<file path="src/sv/s_curve_speed_profile_macros.svh">
// ---------------------------------------------------------------------------
// S-curve speed profile assertion macros
// Concurrent assertion wrappers; define NO_ASSERTIONS to compile them out.
// ---------------------------------------------------------------------------
`ifndef S_CURVE_SPEED_PROFILE_MACROS_SVH
`define S_CURVE_SPEED_PROFILE_MACROS_SVH

`ifndef NO_ASSERTIONS

// checked outside reset
`define SCSP_ASSERT(lbl, clk, rst, prop) \
   lbl: assert property (@(posedge clk) disable iff (rst) prop) \
      else $error("scsp assertion failed");

// checked at every edge, reset included
`define SCSP_ASSERT_ALWAYS(lbl, clk, prop) \
   lbl: assert property (@(posedge clk) prop) \
      else $error("scsp assertion failed");

`else

`define SCSP_ASSERT(lbl, clk, rst, prop)
`define SCSP_ASSERT_ALWAYS(lbl, clk, prop)

`endif

`endif

</file>
<file path="src/sv/scsp_divpipe.sv">
// ---------------------------------------------------------------------------
// Pipelined restoring divider
// Q_W quotient bits, STEPS bits per register stage, side payload alongside.
// Requires num < den << Q_W.
// ---------------------------------------------------------------------------
module scsp_divpipe #(
   parameter int NUM_W  = 24,
   parameter int DEN_W  = 11,
   parameter int Q_W    = 13,
   parameter int SIDE_W = 1,
   parameter int STEPS  = 4
) (
   input  logic              clock,
   input  logic              reset,
   input  logic              en,
   input  logic              in_valid,
   input  logic [NUM_W-1:0]  in_num,
   input  logic [DEN_W-1:0]  in_den,
   input  logic [SIDE_W-1:0] in_side,
   output logic              out_valid,
   output logic [Q_W-1:0]    out_quot,
   output logic [SIDE_W-1:0] out_side
);

   localparam int NST = (Q_W + STEPS - 1) / STEPS;
   localparam int W   = NUM_W + DEN_W;

   logic [NST-1:0]    valid_ff;
   logic [NUM_W-1:0]  rem_ff  [NST];
   logic [DEN_W-1:0]  den_ff  [NST];
   logic [Q_W-1:0]    quot_ff [NST];
   logic [SIDE_W-1:0] side_ff [NST];

   for (genvar s = 0; s < NST; s++) begin : g_st
      logic              v_i;
      logic [NUM_W-1:0]  rem_i;
      logic [NUM_W-1:0]  rem_in;
      logic [DEN_W-1:0]  den_i;
      logic [Q_W-1:0]    quot_i;
      logic [Q_W-1:0]    quot_in;
      logic [SIDE_W-1:0] side_i;

      if (s == 0) begin : g_first
         assign v_i    = in_valid;
         assign rem_i  = in_num;
         assign den_i  = in_den;
         assign quot_i = '0;
         assign side_i = in_side;
      end else begin : g_next
         assign v_i    = valid_ff[s-1];
         assign rem_i  = rem_ff[s-1];
         assign den_i  = den_ff[s-1];
         assign quot_i = quot_ff[s-1];
         assign side_i = side_ff[s-1];
      end

      always_comb begin
         logic [W-1:0] dsh;
         rem_in  = rem_i;
         quot_in = quot_i;
         dsh     = '0;
         for (int j = 0; j < STEPS; j++) begin
            if (s * STEPS + j < Q_W) begin
               dsh = W'(den_i) << (Q_W - 1 - (s * STEPS + j));
               if (W'(rem_in) >= dsh) begin
                  rem_in = rem_in - dsh[NUM_W-1:0];
                  quot_in[Q_W - 1 - (s * STEPS + j)] = 1'b1;
               end
            end
         end
      end

      always_ff @(posedge clock) begin
         if (reset) begin
            valid_ff[s] <= 1'b0;
         end else if (en) begin
            valid_ff[s] <= v_i;
         end
      end

      always_ff @(posedge clock) begin
         if (en) begin
            rem_ff[s]  <= rem_in;
            den_ff[s]  <= den_i;
            quot_ff[s] <= quot_in;
            side_ff[s] <= side_i;
         end
      end
   end

   assign out_valid = valid_ff[NST-1];
   assign out_quot  = quot_ff[NST-1];
   assign out_side  = side_ff[NST-1];

endmodule

</file>
<file path="config.mk">
export PLATFORM = sky130hd
export DESIGN_NAME = scsp_divpipe
export DESIGN_NICKNAME = d
export VERILOG_FILES = /design/src/sv/s_curve_speed_profile_macros.svh /design/src/sv/scsp_divpipe.sv
export SDC_FILE = /design/constraint.sdc
export NUM_CORES = 1
export LEC_CHECK = 0
export ABC_CLOCK_PERIOD_IN_PS = 16900
export BUFFER_PORTS_ARGS = -buffer_cell sky130_fd_sc_hd__buf_2
export CAP_MARGIN = 5
export CORE_MARGIN = 2
export CORE_UTILIZATION = 62
export CTS_BUF_LIST = sky130_fd_sc_hd__clkbuf_16
export DETAILED_ROUTE_END_ITERATION = 16
export GPL_TIMING_DRIVEN = 0
export PLACE_DENSITY = 0.9
export SYNTH_ARGS = -nofsm -noshare
export SYNTH_HDL_FRONTEND = slang
export SYNTH_SLANG_ARGS = --single-unit
export TNS_END_PERCENT = 30
</file>
<file path="constraint.sdc">
create_clock -name clock -period 16.9 [get_ports clock]
set_clock_uncertainty 0.1 [all_clocks]
set_input_delay 0.845 -clock clock [delete_from_list [all_inputs] [get_ports clock]]
set_output_delay 0.845 -clock clock [all_outputs]
set_load 0.05 [all_outputs]
</file>
==> results.md, run 1 <==
- Die X: 157.1 um
- DRC violations left: 0
- Num CTS Buffers: 17
- Nets: 1912
- Worst path top cell family by delay: compound AO/OA/AOI/OAI gates
- DRT Pass-1 Iters: 6
- Run status: finished clean
- Layout cells sized above 1: 9.017%
- Buf/Inv on CP: 12
- Util after Layout: 68.24%
- Die Height: 157.1 um
- Ys Warns: 0
- CTS Hold Bufs: 0
- Clk root buf: clkbuf_16
- Die area: 24690 um^2
- FFs w/ async S/R, synth: 0%
- Yosys reg bits: 150
- Crit-path most repeated cell: o21ai_0
- Total Routing Usage GR: 29.59%
- Total Neg Setup Slack: 0 ns
- Fin crit share: between 90% and 100%
- Fin crit period: 15.38 ns
- Critical Path RT: 16.98 ns
- H-tree depth: 4
- Top FF cell, synth: edfxtp_1
- Crit path max fanout: 10
- Slew Limit Fails: 0
- First-pass GRT wire length: 58880 um
- CP Launch Type: flop
- Cell Area, Synth: 14540 um^2
- I/O pin count: 55
- RSZ-0062 raised after global routing: false
- Hold path startpoint: quot_ff[1][6]
- CTS clk-pin slew, worst paths: 0.07 ns
- Setup Buffers After CTS: 0
- Initial antenna violation count: 0
- Clock Tree Buf Depth: 2
- Max frequency: between 60 and 70 MHz
- WS Path Type: flop to flop
- DR WL/cell: between 15 and 20 um
- Worst-Skew Late Latency: 0.43 ns
- TritonCTS Sinks: 150
- WP data arrival: 15.45 ns
- Total grt overflow: 0
- Slowest-stage cell, CP: a221oi_1
- Largest net degree at the start of global routing: 116
- Crit end category: flop
- FP Rows: 56
- Vias in the first global route: about 13000
- Core area: 23260 um^2
- Post-cts sizing count: 0
- Sequential cell area fraction in the yosys report: 30.70%
- Max-Cap Viols: 0
- Crit-path max cell delay: 0.64 ns
- Synth top area share: 30.15%
- Final setup vio count: 0
- ANT nets after route: 0
- CTS tree: built
- Hold Path Class: flop to flop
- IO Port Bufs: 54
- Hold Violations, Final: 0
- Synth Instances: 1643
- DPL Wire Length: 27920 um
- P&R area growth vs syn: 9.172%
- Initial Util: 62.51%
- Antenna diode count: 0
- Critical Path Source: den_ff[1][1]
- Syn_nets: 1838
- Reg2reg start: den_ff[1][1]
- Post-synth top area cell: edfxtp_1
- Post-DR vias/cell: 6.237
- Worst slew margin relative to its limit: 31.43%
- Initial drt markers: approximately 750
- Worst-Margin Slew: 1.021 ns
- Post-synth EDFFs: 146
- Placer Congestion: 0.9599
- Wirelength, routed: around 36000 um
- Yosys cell types: 88
- Ranking of synthesized cells by area: edfxtp_1 (30%), ha_1 (12%), xnor2_1 (5.1%)
- Via Count: 12779
- Syn_area_per_cell: roughly 8.9 um^2
==> cell usage after synthesis, types with 15 or more instances <==
library cell  count
mux2_2           30
mux2i_1          15
nand3_1          32
a211oi_1         21
o21a_1           23
xor2_1           40
nor2b_1          28
o31ai_1          23
nor3_1           41
nand2_1         147
a21o_1           52
xnor2_1          84
clkbuf_1         24
nand2b_1         23
edfxtp_1        146
o21bai_1         21
nor4_1           15
nand4_1          30
ha_1            143
a21oi_1         113
o21ai_0         106
nor2_1          121
inv_1           129
o21ai_1          16
==> state kept, by name (all words and copies together), names as in the netlist <==
signal	flops
rem_ff	72
den_ff	33
out_valid	1
quot_ff	37
g_st.v_i	3
side_ff	4
==> path summary, 6_finish.rpt <==
kind / end / slack (ns) / cells after the start
worst max-delay path: rem_ff[2][10] / 1.52 / 57
worst min-delay path: quot_ff[2][6] / 0.32 / 0
worst max register to register: rem_ff[2][10] / 1.52 / 57
worst min register to register: quot_ff[2][6] / 0.32 / 0
==> metal layers <==
| metal | share of wire, % | track usage, % |
|---|---|---|
| met5 | 0 | 0 |
| met4 | 5.4 | 16.88 |
| met3 | 4.9 | 4.736 |
| met2 | 51 | 55.53 |
| met1 | 39 | 31.30 |
==> kinds of logic (layout without fill, tap and decap cells) <==
group | after synthesis | in the layout | share of synthesized area, %
AOI/OAI and AO/OA | 479 | 479 | 21.52
xor gates and xnor gates | 124 | 124 | 7.469
adders and majority gates | 155 | 155 | 13.96
buffers and inverters | 168 | 255 | 4.500
DFF | 150 | 150 | 30.70
muxes | 47 | 47 | 3.536
and+or+nand+nor | 520 | 520 | 18.32
==> layout by cell type, fill, tap and decap left out, types with 21 or more instances in the layout <==
| cell type | Yosys | layout |
|---|---|---|
| nor2_1 | 121 | 121 |
| nand3_1 | 32 | 32 |
| o21bai_1 | 21 | 21 |
| buf_2 | 4 | 57 |
| nand4_1 | 30 | 30 |
| inv_1 | 129 | 130 |
| nor3_1 | 41 | 41 |
| nand2_1 | 147 | 147 |
| o21ai_0 | 106 | 106 |
| clkbuf_1 | 24 | 24 |
| nand2b_1 | 23 | 23 |
| xnor2_1 | 84 | 84 |
| mux2_2 | 30 | 30 |
| xor2_1 | 40 | 40 |
| o21a_1 | 23 | 23 |
| a21oi_1 | 113 | 113 |
| a21o_1 | 52 | 52 |
| nor2b_1 | 28 | 28 |
| o31ai_1 | 23 | 23 |
| a211oi_1 | 21 | 21 |
| ha_1 | 143 | 143 |
| edfxtp_1 | 146 | 146 |
==> metrics by stage <==
step | setup slack, ns | hold WS, ns | std cells | instance area, um^2
finish | 1.521 | 0.3203 | 2049 | 15880
global route | 0.4727 | 0.3230 | 2049 | 15880
CTS | 1.881 | 0.3192 | 2049 | 15880
detailed placement | 2.034 | 0.3045 | 2017 | 15240
global placement | 2.303 | 0.3013 | 2016 | 15210
floorplan | 4.707 | 0.3003 | 1643 | 14540
==> final cells by class <==
| cell class | instances | area [um^2] |
|---|---|---|
| flip-flops and latches | 150 | 4464 |
| inverters | 133 | 499.2 |
| repair buffers | 55 | 304.0 |
| multi-input cells | 1325 | 9423 |
| fillers | 1759 | 7387 |
| well taps | 319 | 399.1 |
| clock buffers | 17 | 425.4 |
| clock inverters | 15 | 205.2 |
| plain buffers | 35 | 155.1 |
Power of run 1 is not shown: default switching activity piles up to over one toggle a cycle in this logic, so the estimate is an artifact.
==> run 2, diff against run 1 <==
ABC_AREA = 0   (was default)
CELL_PAD_IN_SITES_DETAIL_PLACEMENT = 0   (was default)
CELL_PAD_IN_SITES_GLOBAL_PLACEMENT = 1   (was default)
CORE_UTILIZATION = 50   (was 62)
PLACE_DENSITY = 0.93   (was 0.9)
==> results.md, run 2 (same netlist as run 1, synthesis figures left out) <==
- Crit-path most repeated cell: o21ai_0
- Vias in the first global route: 12233
- Via Count: 12252
- Worst slew margin relative to its limit: 35.06%
- DR WL/cell: 16.62 um
- Area post-placement: 15330 um^2
- Flop2flop setup slack: 1.74 ns
- H-tree depth: 4
- Crit end category: flop
- Reg2reg end: rem_ff[2][10]
- Crit path max fanout: 10
- Critical Path RT: 16.98 ns
- WS Path Type: flop to flop
- Largest Register: rem_ff
- Biggest regs: rem_ff (72), quot_ff (37), den_ff (33)
- Clock Tree Buf Depth: 2
- Layout cells sized above 1: 9.075%
- Critical Path Source: den_ff[1][1]
- Hold Violations, Final: 0
- Total Routing Usage GR: 23.54%
- Max frequency: ~66 MHz
- Worst-Skew Late Latency: 0.44 ns
- Fillers: 2524
- Fin crit period: 15.16 ns
- Run status: finished clean
- Clk root buf: clkbuf_16
- Most common cell after layout, fill and taps aside: nand2_1
- FP Rows: 62
- First-pass GRT wire length: ~58000 um
- Slew Limit Fails: 0
- CTS tree: built
- Initial drt markers: 546
- Antenna diode count: 0
- Initial Util: roughly half
- Design area: 15950 um^2
- Final non-filler cell total: approximately 2100
- P&R area growth vs syn: 9.654%
- I/O pin count: 55
- DRC violations left: 0
- DPL Wire Length: ~29000 um
- TritonCTS Sinks: 150
- Post-DR vias/cell: 5.796
- Core area: ~29000 um^2
- CTS clk-pin slew, worst paths: 0.07 ns
- Fin crit share: 89.68%
- ANT nets after route: 0
- Util after Layout: 55.55%
- Slowest-stage cell, CP: a221oi_1
- Final setup vio count: 0
- Initial antenna violation count: 0
- IO Port Bufs: 54
- Die X: 174.5 um
- Most frequent cells in the layout: nand2_1 (147), edfxtp_1 (146), ha_1 (143)
- Placed cells: 2082
- Total grt overflow: 0
- Worst setup path endpoint: rem_ff[2][10]
- CTS Hold Bufs: 0
- Placer Congestion: 0.9108
- Max FFs per register: 72
- Reg2reg start: den_ff[1][1]
- Total Neg Setup Slack: 0 ns
- Crit-path max cell delay: 0.64 ns
- CP Launch Type: flop
- RSZ-0062 raised after global routing: false
- Max-Cap Viols: 0
- DRT Pass-1 Iters: 5
- Hold Path Class: flop to flop
- Post-cts sizing count: 0
- Worst R2R Path Depth: 56
- Setup Buffers After CTS: 0
- Nets: 1912
- WP data arrival: 15.23 ns
- Die Height: 174.5 um
- Largest net degree at the start of global routing: 105
- Wirelength, routed: 35130 um
- Num CTS Buffers: 17
- Die area: 30460 um^2
- Worst-Margin Slew: 0.9682 ns
run 2: stage by stage:
step | setup slack [ns] | hold slack, ns
final | 1.744 | 0.3141
after global routing | 0.6494 | 0.3259
after CTS | 1.751 | 0.3180
after detailed placement | 1.802 | 0.3045
after global placement | 2.127 | 0.3005
after floorplan | 4.707 | 0.3003
run 2: cell type report:
cell class	instances	area [um^2]	share of cell area (%)
buffer	35	155.1	0.9730
clock buffer	17	425.4	2.668
clock inverter	15	193.9	1.216
inverter	133	499.2	3.131
multi-input combinational	1325	9423	59.09
sequential	150	4464	28.00
tap	384	480.5	3.013
timing repair buffer	55	304.0	1.907
run 2: worst min-delay path by stage:
stage / endpoint / start / cells after the start / slack, ns
2_1_floorplan: quot_ff[1][10] / quot_ff[0][10] / 0 / 0.30
3_3_place_gp: side_ff[1] / side_ff[0] / 0 / 0.30
3_5_place_dp: quot_ff[1][11] / quot_ff[0][11] / 0 / 0.30
4_1_cts: quot_ff[3][7] / quot_ff[2][7] / 0 / 0.32
5_1_grt: quot_ff[2][10] / quot_ff[1][10] / 0 / 0.33
6_report: quot_ff[2][10] / quot_ff[1][10] / 0 / 0.31
run 2: critical path, delay by kind of cell (launching register included):
family,cells,cell delay (ns)
simple gates,13,2.51
compound gates,25,7.00
mux,2,0.65
buf+inv,12,2.65
flops,1,0.55
fa+ha+maj,4,1.42
run 2: metal layers:
metal / track usage, % / vias to the layer above / wire length (um) / part of all wire [%]
li1: - / 6238 / - / -
met1: 26.79 / 5738 / 14890 / 42
met2: 44.66 / 225 / 18190 / 52
met3: 3.303 / 51 / 1071 / 3.0
met4: 8.264 / 0 / 980 / 2.8
met5: 0 / - / 0 / 0
Power of run 2 is left out for the same reason.
